## src/design/clp_pkg.sv

```systemverilog
package clp_pkg;

    // configuration port
    localparam int unsigned APB_ADDR_W = 4;
    localparam int unsigned APB_DATA_W = 64;

    // register index, taken from paddr bit 3 (registers lie 8 bytes apart)
    localparam logic REG_DEVICE_IDENT        = 1'b0;
    localparam logic REG_DEVICE_IDENT_LENGTH = 1'b1;

    typedef struct packed {
        logic [63:0] device_ident;
        logic [3:0]  device_ident_length;
    } cfg_t;

    typedef enum logic [1:0] {
        ACT_REBOOT  = 2'd0,
        ACT_RESET   = 2'd1,
        ACT_TRIP    = 2'd2,
        ACT_UNKNOWN = 2'd3
    } action_t;

    // field stage of the current line
    typedef enum logic [3:0] {
        STAGE_PREFIX  = 4'b0001,
        STAGE_IDENT   = 4'b0010,
        STAGE_COMMAND = 4'b0100,
        STAGE_REJECT  = 4'b1000
    } stage_t;

    localparam logic [7:0] CHAR_LF       = 8'h0A;
    localparam logic [7:0] CHAR_CR       = 8'h0D;
    localparam logic [7:0] CHAR_COLON    = 8'h3A;
    localparam logic [7:0] PRINTABLE_LO  = 8'd32;
    localparam logic [7:0] PRINTABLE_HI  = 8'd126;

    localparam int unsigned PREFIX_LEN = 4;
    localparam logic [7:0] PREFIX_TEXT [PREFIX_LEN] = '{8'h43, 8'h4D, 8'h44, 8'h3A};

    localparam int unsigned NUM_WORDS    = 3;
    localparam int unsigned WORD_MAX_LEN = 6;

    // REBOOT, RESET, TRIP; unused tail characters are zero
    localparam logic [7:0] WORD_TEXT [NUM_WORDS][WORD_MAX_LEN] = '{
        '{8'h52, 8'h45, 8'h42, 8'h4F, 8'h4F, 8'h54},
        '{8'h52, 8'h45, 8'h53, 8'h45, 8'h54, 8'h00},
        '{8'h54, 8'h52, 8'h49, 8'h50, 8'h00, 8'h00}
    };
    localparam logic [2:0] WORD_LEN [NUM_WORDS] = '{3'd6, 3'd5, 3'd4};

endpackage

```

## src/design/clp_rx_if.sv

```systemverilog
interface clp_rx_if;
    logic       valid;
    logic       ready;
    logic [7:0] rx_byte;

    modport source (output valid, output rx_byte, input ready);
    modport sink (input valid, input rx_byte, output ready);
endinterface

```

## src/design/clp_act_if.sv

```systemverilog
interface clp_act_if;
    logic       valid;
    logic       ready;
    logic [1:0] action;

    modport source (output valid, output action, input ready);
    modport sink (input valid, input action, output ready);
endinterface

```

## src/design/clp_cfg_regs.sv

```systemverilog
module clp_cfg_regs (
    input  logic                              clk,
    input  logic                              rst_n,
    input  logic                              psel,
    input  logic                              penable,
    input  logic                              pwrite,
    input  logic [clp_pkg::APB_ADDR_W-1:0]    paddr,
    input  logic [clp_pkg::APB_DATA_W-1:0]    pwdata,
    output logic [clp_pkg::APB_DATA_W-1:0]    prdata,
    output logic                              pready,
    output clp_pkg::cfg_t                     cfg
);
    import clp_pkg::*;

    logic [63:0] device_ident_reg;
    logic [3:0]  device_ident_length_reg;
    logic        wr_en;
    logic        reg_sel;

    assign pready  = 1'b1;
    assign wr_en   = psel && penable && pwrite && pready;
    assign reg_sel = paddr[3];

    always_ff @(posedge clk or negedge rst_n)
    begin
        if (!rst_n)
        begin
            device_ident_reg        <= '0;
            device_ident_length_reg <= '0;
        end
        else if (wr_en)
        begin
            case (reg_sel)
                REG_DEVICE_IDENT:        device_ident_reg        <= pwdata[63:0];
                REG_DEVICE_IDENT_LENGTH: device_ident_length_reg <= pwdata[3:0];
                default: ;
            endcase
        end
    end

    always_comb
    begin
        case (reg_sel)
            REG_DEVICE_IDENT:        prdata = device_ident_reg;
            REG_DEVICE_IDENT_LENGTH: prdata = {60'd0, device_ident_length_reg};
            default:                 prdata = '0;
        endcase
    end

    assign cfg.device_ident        = device_ident_reg;
    assign cfg.device_ident_length = device_ident_length_reg;
endmodule

```

## src/design/clp_line_step.sv

```systemverilog
module clp_line_step #(
    parameter int unsigned LINE_CAPACITY = 64,
    parameter int unsigned IDENT_CHARS   = 8
) (
    input  logic              clk,
    input  logic              rst_n,
    input  logic              step_en,
    input  logic [7:0]        rx_byte,
    input  clp_pkg::cfg_t     cfg,
    output logic              emit,
    output clp_pkg::action_t  action
);
    import clp_pkg::*;

    localparam int unsigned POS_W = $clog2(LINE_CAPACITY);
    localparam int unsigned CMP_W = (POS_W > 4) ? POS_W : 4;

    logic [POS_W-1:0] line_length_reg, line_length_next;
    logic [POS_W-1:0] field_position_reg, field_position_next;
    stage_t           field_stage_reg, field_stage_next;
    logic             ident_ok_reg, ident_ok_next;
    logic [2:0]       candidates_reg, candidates_next;

    logic             terminate;
    logic             printable;
    logic [3:0]       ident_len;
    logic [CMP_W-1:0] pos_ext;
    logic [CMP_W-1:0] ident_len_ext;
    logic [7:0]       ident_char;
    logic             word_hit;

    assign terminate = (rx_byte == CHAR_LF) || (rx_byte == CHAR_CR) ||
                       (line_length_reg >= POS_W'(LINE_CAPACITY - 1));
    assign printable = (rx_byte >= PRINTABLE_LO) && (rx_byte <= PRINTABLE_HI);

    // lengths above the identifier width count as the full width
    assign ident_len     = (cfg.device_ident_length > 4'(IDENT_CHARS)) ?
                           4'(IDENT_CHARS) : cfg.device_ident_length;
    assign pos_ext       = CMP_W'(field_position_reg);
    assign ident_len_ext = CMP_W'(ident_len);
    assign ident_char    = cfg.device_ident[{field_position_reg[2:0], 3'b000} +: 8];

    assign emit = terminate && (line_length_reg != '0) &&
                  (field_stage_reg == STAGE_COMMAND) && ident_ok_reg;

    // first word that still matches and is complete
    always_comb
    begin
        action   = ACT_UNKNOWN;
        word_hit = 1'b0;
        for (int k = 0; k < NUM_WORDS; k++)
        begin
            if (!word_hit && candidates_reg[k] &&
                (pos_ext == CMP_W'(WORD_LEN[k])))
            begin
                action   = action_t'(2'(k));
                word_hit = 1'b1;
            end
        end
    end

    always_comb
    begin
        line_length_next    = line_length_reg;
        field_position_next = field_position_reg;
        field_stage_next    = field_stage_reg;
        ident_ok_next       = ident_ok_reg;
        candidates_next     = candidates_reg;

        if (terminate)
        begin
            line_length_next    = '0;
            field_position_next = '0;
            field_stage_next    = STAGE_PREFIX;
            ident_ok_next       = 1'b1;
            candidates_next     = 3'b111;
        end
        else if (printable)
        begin
            line_length_next = line_length_reg + 1'b1;
            case (field_stage_reg)
                STAGE_PREFIX:
                begin
                    if ((pos_ext >= CMP_W'(PREFIX_LEN)) ||
                        (rx_byte != PREFIX_TEXT[field_position_reg[1:0]]))
                    begin
                        field_stage_next = STAGE_REJECT;
                    end
                    else if (pos_ext == CMP_W'(PREFIX_LEN - 1))
                    begin
                        field_stage_next    = STAGE_IDENT;
                        field_position_next = '0;
                    end
                    else
                    begin
                        field_position_next = field_position_reg + 1'b1;
                    end
                end
                STAGE_IDENT:
                begin
                    if (rx_byte == CHAR_COLON)
                    begin
                        ident_ok_next       = ident_ok_reg && (pos_ext == ident_len_ext);
                        field_stage_next    = STAGE_COMMAND;
                        field_position_next = '0;
                    end
                    else
                    begin
                        if ((pos_ext >= ident_len_ext) || (rx_byte != ident_char))
                        begin
                            ident_ok_next = 1'b0;
                        end
                        field_position_next = field_position_reg + 1'b1;
                    end
                end
                STAGE_COMMAND:
                begin
                    for (int k = 0; k < NUM_WORDS; k++)
                    begin
                        if ((pos_ext >= CMP_W'(WORD_LEN[k])) ||
                            (rx_byte != WORD_TEXT[k][field_position_reg[2:0]]))
                        begin
                            candidates_next[k] = 1'b0;
                        end
                    end
                    field_position_next = field_position_reg + 1'b1;
                end
                default: ;
            endcase
        end
    end

    always_ff @(posedge clk or negedge rst_n)
    begin
        if (!rst_n)
        begin
            line_length_reg    <= '0;
            field_position_reg <= '0;
            field_stage_reg    <= STAGE_PREFIX;
            ident_ok_reg       <= 1'b1;
            candidates_reg     <= 3'b111;
        end
        else if (step_en)
        begin
            line_length_reg    <= line_length_next;
            field_position_reg <= field_position_next;
            field_stage_reg    <= field_stage_next;
            ident_ok_reg       <= ident_ok_next;
            candidates_reg     <= candidates_next;
        end
    end
endmodule

```

## src/design/addressed_command_line_parser.sv

```systemverilog
// a byte is registered in the input register on acceptance; its action, if any,
//   is registered in the result register when the byte is parsed
// throughput: one byte per cycle unless a held action waits for act.ready
// reset: rst_n clears the line state, the config registers and the valid
//   flags of both pipeline registers; no clearing pass is needed
module addressed_command_line_parser #(
    parameter int unsigned LINE_CAPACITY = 64,
    parameter int unsigned IDENT_CHARS   = 8
) (
    input  logic                              clk,
    input  logic                              rst_n,
    clp_rx_if.sink                            rx,
    clp_act_if.source                         act,
    input  logic                              psel,
    input  logic                              penable,
    input  logic                              pwrite,
    input  logic [clp_pkg::APB_ADDR_W-1:0]    paddr,
    input  logic [clp_pkg::APB_DATA_W-1:0]    pwdata,
    output logic [clp_pkg::APB_DATA_W-1:0]    prdata,
    output logic                              pready
);
    import clp_pkg::*;

    cfg_t       cfg;

    // input register: one received byte waiting to be parsed
    logic       in_valid_reg, in_valid_next;
    logic [7:0] in_byte_reg;

    // result register: one action waiting to be taken
    logic       out_valid_reg, out_valid_next;
    action_t    out_action_reg;

    logic       in_fire;
    logic       advance;
    logic       step_emit;
    action_t    step_action;

    // the held byte is parsed once the result register can take its outcome
    assign advance  = in_valid_reg && (!out_valid_reg || act.ready);
    assign rx.ready = !in_valid_reg || advance;
    assign in_fire  = rx.valid && rx.ready;

    assign in_valid_next  = in_fire || (in_valid_reg && !advance);
    assign out_valid_next = advance ? step_emit : (out_valid_reg && !act.ready);

    clp_cfg_regs u_cfg_regs (
        .clk     (clk),
        .rst_n   (rst_n),
        .psel    (psel),
        .penable (penable),
        .pwrite  (pwrite),
        .paddr   (paddr),
        .pwdata  (pwdata),
        .prdata  (prdata),
        .pready  (pready),
        .cfg     (cfg)
    );

    // line state and on-the-fly matching, updated once per parsed byte
    clp_line_step #(
        .LINE_CAPACITY (LINE_CAPACITY),
        .IDENT_CHARS   (IDENT_CHARS)
    ) u_line_step (
        .clk     (clk),
        .rst_n   (rst_n),
        .step_en (advance),
        .rx_byte (in_byte_reg),
        .cfg     (cfg),
        .emit    (step_emit),
        .action  (step_action)
    );

    always_ff @(posedge clk or negedge rst_n)
    begin
        if (!rst_n)
        begin
            in_valid_reg  <= 1'b0;
            out_valid_reg <= 1'b0;
        end
        else
        begin
            in_valid_reg  <= in_valid_next;
            out_valid_reg <= out_valid_next;
        end
    end

    // payload registers, no reset needed
    always_ff @(posedge clk)
    begin
        if (in_fire)
        begin
            in_byte_reg <= rx.rx_byte;
        end
        if (advance)
        begin
            out_action_reg <= step_action;
        end
    end

    assign act.valid  = out_valid_reg;
    assign act.action = out_action_reg;
endmodule
```

## src/flat_wrapper.sv

```systemverilog
// flat-port wrapper written by rule: the top's interface ports become plain ports
module addressed_command_line_parser_flat import clp_pkg::*;
#(
    parameter int unsigned LINE_CAPACITY = 64,
    parameter int unsigned IDENT_CHARS   = 8
)
  (clk, rst_n, psel, penable, pwrite, paddr, pwdata, prdata, pready, rx_valid, rx_rx_byte, rx_ready, act_valid, act_action, act_ready);
  clp_rx_if rx_i ();
  clp_act_if act_i ();
  input  logic clk;
  input  logic rst_n;
  input  logic psel;
  input  logic penable;
  input  logic pwrite;
  input  logic [clp_pkg::APB_ADDR_W-1:0] paddr;
  input  logic [clp_pkg::APB_DATA_W-1:0] pwdata;
  output logic [clp_pkg::APB_DATA_W-1:0] prdata;
  output logic pready;
  input wire logic [$bits(rx_i.valid)-1:0] rx_valid;
  input wire logic [$bits(rx_i.rx_byte)-1:0] rx_rx_byte;
  output wire logic [$bits(rx_i.ready)-1:0] rx_ready;
  output wire logic [$bits(act_i.valid)-1:0] act_valid;
  output wire logic [$bits(act_i.action)-1:0] act_action;
  input wire logic [$bits(act_i.ready)-1:0] act_ready;
  assign rx_i.valid = rx_valid;
  assign rx_i.rx_byte = rx_rx_byte;
  assign rx_ready = rx_i.ready;
  assign act_valid = act_i.valid;
  assign act_action = act_i.action;
  assign act_i.ready = act_ready;
  addressed_command_line_parser #(.LINE_CAPACITY(LINE_CAPACITY), .IDENT_CHARS(IDENT_CHARS)) u_core (.clk(clk), .rst_n(rst_n), .rx(rx_i), .act(act_i), .psel(psel), .penable(penable), .pwrite(pwrite), .paddr(paddr), .pwdata(pwdata), .prdata(prdata), .pready(pready));
endmodule
```

## config.mk

```make
export PLATFORM = sky130hd
export DESIGN_NAME = addressed_command_line_parser_flat
export DESIGN_NICKNAME = d
export VERILOG_FILES = /design/src/design/clp_pkg.sv /design/src/design/clp_rx_if.sv /design/src/design/clp_act_if.sv /design/src/design/clp_cfg_regs.sv /design/src/design/clp_line_step.sv /design/src/design/addressed_command_line_parser.sv /design/src/flat_wrapper.sv
export SDC_FILE = /design/constraint.sdc
export NUM_CORES = 1
export LEC_CHECK = 0
export ABC_AREA = 1
export BUFFER_PORTS_ARGS = -buffer_cell sky130_fd_sc_hd__buf_2
export CAP_MARGIN = 5
export CORE_ASPECT_RATIO = 1.1
export CORE_MARGIN = 10
export CORE_UTILIZATION = 35
export CTS_CLUSTER_DIAMETER = 150
export CTS_CLUSTER_SIZE = 12
export DETAILED_ROUTE_END_ITERATION = 12
export PLACE_DENSITY = 0.59
export RECOVER_POWER = 100
export SYNTH_ARGS = -nofsm -noshare
export SYNTH_HDL_FRONTEND = slang
export SYNTH_SLANG_ARGS = --single-unit
```

## constraint.sdc

```tcl
create_clock -name clk -period 3.4 [get_ports clk]
set_clock_uncertainty 0.2 [all_clocks]
set_input_delay 0.51 -clock clk [delete_from_list [all_inputs] [get_ports clk]]
set_output_delay 0.51 -clock clk [all_outputs]
set_load 0.02 [all_outputs]
```

==> qor.csv <==
stage,metric,value,unit
critical_path,required_time_of_the_worst_setup_path,2690,ps
synth,yosysUniqueCellTypes,41,
hold_path,worst_hold_path.num_cells,1,
clock_network,clkSlewWorstSetupHoldPaths,80,ps
finish,largest_register_ffs,64,
finish,layout-drive-gt1-share,0.126,
hold_path,min_from,rx_rx_byte[2],
timing,timing_hold_violations_final,0,
critical_path,startpoint,paddr[3],
route,vias_per_cell,4.79,
die,floorplan.core_area,0.0169,mm2
die,die_area,0.0227,mm2
hold_path,holdCritPathClass,in -> reg,
clock_network,clkSinkCount,100,
power,leakage,3.61,nW
placed_design,portBuffers,147,
die,standard_cell_row_count,50,
critical_path,rr_startpoint,u_core.u_line_step.field_position_reg[1],
status,status,"complete, but fails checks",
clock_network,ctsHoldBuffers,0,
die,io_pins,152,
clock_network,post-cts-setup-buffers,0,
synth,synth_area_leaders,"sky130_fd_sc_hd__dfrtp_1 36%, sky130_fd_sc_hd__nand2_1 9.6%, sky130_fd_sc_hd__nor2_1 9.6%",
route,dr_total_vias,5600,
route,drt_wl_total,18.1,mm
clock_network,tritoncts,yes,
power,power-per-cell-area,695,mW/mm2
placed_design,hpwl,13.7,mm
timing,final.period_utilization,0.883,
die,floorplan.die.height,157,um
grt,global_route.overflow_total,0,
synth,synthesis.nets,929,
synth,synth_sequential_area_ratio,0.429,
clock_network,insertion_delay,360,ps
synth,synth.largest_area_cell,sky130_fd_sc_hd__dfrtp_1,
timing,timing.final.max_slew_violations,60,
timing,setup_total_negative_slack,0,ps
critical_path,timing.critical_path.mode_cell,sky130_fd_sc_hd__clkbuf_1,
power,irDropWorstVdd,0.259,mV
route,ant_nets,0,
status,violations,"max-capacitance violations, max-slew violations",
timing,final.hold.worst_slack,122,ps
clock_network,clk_path_buf_depth,2,
synth,synth_enable_flop_cells,10,
finish,layout.core_utilization,0.417,
power,fin_total_pwr,4.90,mW
route,post-route-drc-count,0,
critical_path,timing.critical_path.arrival,2290,ps
clock_network,clock_root_cell,sky130_fd_sc_hd__clkbuf_16,
job,max_cap_viol_count,1,
route,drtPass1Iterations,5,
finish,area_growth_syn_to_layout,18.1,%
finish,layout.cells.most_common,sky130_fd_sc_hd__nand2_1,
timing,worstMarginPinSlew,1540,ps
timing,fin_crit,3000,ps
route,routed_wire_length_per_instance,15.5,um
clock_network,htree_levels,3,
grt,number_of_global_route_vias_before_repair,5375,
grt,grtUsageTotal,0.159,
critical_path,crit_path_max_fanout,58,
die,chip_width,144,um
hold_path,worst_hold_path.endpoint,u_core.in_byte_reg[2],
synth,ys_ff_latch,100,
placed_design,place_congestion,0.875,
die,floorplan.initialDensity,0.353,
critical_path,worst-setup-path-type,in -> out,
clock_network,cts-buffers-inserted,9,
critical_path,setup.worst_path.end_class,output pin,
grt,pin_count_of_the_biggest_net_entering_global_routing,60,
clock_network,postcts_resize_cnt,0,
synth,synth_top_cell_area_share,0.357,
critical_path,worst-r2r-cell-count,9,
route,detail_route.iter0.violations,314,
critical_path,crit_chain,clkbuf_1 > clkbuf_2 > nor2_1 > clkbuf_1,
timing,setup_viol,0,
synth,synth_async_sr_flop_share,0.900,
finish,number_of_filler_instances_in_the_final_layout,1831,
critical_path,critical_path.max_stage_delay,960,ps
synth,synth_top_flop_cell,sky130_fd_sc_hd__dfrtp_1,
critical_path,reg2reg_slack,600,ps
finish,most-common-layout-cells,"154 x sky130_fd_sc_hd__nand2_1, 153 x sky130_fd_sc_hd__nor2_1, 122 x sky130_fd_sc_hd__inv_1",
placed_design,placed_area,0.00687,mm2
synth,synth.yosys.warnings,0,
grt,antenna_violations_before_repair,1,
timing,grt_setup_unrepaired,no,
critical_path,r2r-end,u_core.u_line_step.field_position_reg[3],
timing,achievable-frequency,333,MHz
timing,worst_slew_margin_rel,-0.0252,
critical_path,critPathLaunchType,input pin,
synth,syn-mean-instance-area,7.19,um2
finish,fin_area,0.00705,mm2
synth,synth.cell_area,0.00597,mm2
finish,layout.nets,1055,
critical_path,cp_slowest_cell,sky130_fd_sc_hd__clkbuf_2,
grt,grt_pass1_wl,28.6,mm
synth,postSynthCellCount,830,
[layout make-up]
class,instances,area [um2],share of cell area
inverter,123,462,0.0655
antenna,1,2.50,0.000355
tap,208,260,0.0369
clock inverter,6,60.1,0.00852
timing repair buffer,157,733,0.104
clock buffer,10,250,0.0355
sequential,100,2560,0.363
multi-input combinational,565,2720,0.386
[worst max-delay path, delay by kind of cell]
kind / cells / cell delay [ps]
and+or+nand+nor: 1 / 210
buffers and inverters: 3 / 1550
[Yosys cell counts, types with 2 or more instances]
cell	count
sky130_fd_sc_hd__dfstp_2	5
sky130_fd_sc_hd__buf_2	9
sky130_fd_sc_hd__edfxtp_1	10
sky130_fd_sc_hd__ha_1	16
sky130_fd_sc_hd__clkbuf_1	23
sky130_fd_sc_hd__nand3_1	64
sky130_fd_sc_hd__a21oi_2	2
sky130_fd_sc_hd__o31ai_1	3
sky130_fd_sc_hd__nor2_2	2
sky130_fd_sc_hd__o21ai_0	36
sky130_fd_sc_hd__nand4_1	7
sky130_fd_sc_hd__inv_1	121
sky130_fd_sc_hd__nand2_2	4
sky130_fd_sc_hd__o21ai_1	2
sky130_fd_sc_hd__nor2_1	153
sky130_fd_sc_hd__dfrtp_1	85
sky130_fd_sc_hd__a21oi_1	72
sky130_fd_sc_hd__buf_4	5
sky130_fd_sc_hd__o211ai_1	6
sky130_fd_sc_hd__o21bai_1	2
sky130_fd_sc_hd__nor3_1	9
sky130_fd_sc_hd__inv_2	2
sky130_fd_sc_hd__nand2_1	153
sky130_fd_sc_hd__xor2_1	10
sky130_fd_sc_hd__a211oi_1	2
sky130_fd_sc_hd__a31oi_1	4
sky130_fd_sc_hd__buf_6	3
sky130_fd_sc_hd__xnor2_1	5
sky130_fd_sc_hd__nor4_1	3
[routing by layer]
| layer | track usage | vias to the layer above | wire length, um | part of all wire |
|---|---|---|---|---|
| met3 | 0.0555 | 23 | 1390 | 0.077 |
| met5 | 0 | - | 0 | 0 |
| met4 | 0.0472 | 0 | 342 | 0.019 |
| met2 | 0.257 | 169 | 8700 | 0.48 |
| li1 | - | 2867 | - | - |
| met1 | 0.196 | 2541 | 7710 | 0.42 |
[where the power goes]
| part | switching [mW] | total [mW] | internal [mW] |
|---|---|---|---|
| Clock | 0.517 | 1.08 | 0.563 |
| Combinational | 1.46 | 2.16 | 0.706 |
| Sequential | 0.166 | 1.65 | 1.49 |
| Total | 2.14 | 4.90 | 2.76 |
[per-stage QoR]
step	instances	worst slack, ps
2_1_floorplan	830	925
4_1_cts	1169	740
3_3_place_gp	1153	779
6_report	1170	398
3_5_place_dp	1153	744
5_1_grt	1169	265
[worst max-delay path by stage]
stage | depth (start not counted) | endpoint | slack, ps
after floorplan | 12 | u_core.u_line_step.field_position_reg[3] | 930
after global routing | 4 | prdata[16] | 270
after global placement | 9 | u_core.u_line_step.field_position_reg[5] | 780
after CTS | 9 | u_core.u_line_step.field_position_reg[3] | 740
after detailed placement | 8 | u_core.u_line_step.field_position_reg[2] | 740
final | 4 | prdata[16] | 400
[cells by family after synthesis]
group | after synthesis | synth area share
buf+inv | 165 | 0.113
compound gates | 134 | 0.124
fa+ha+maj | 16 | 0.0336
other cells | 1 | 0.000629
xor+xnor | 15 | 0.0220
flops | 100 | 0.429
simple gates | 399 | 0.278
No activity file was read; power rests on OpenSTA's default activity.
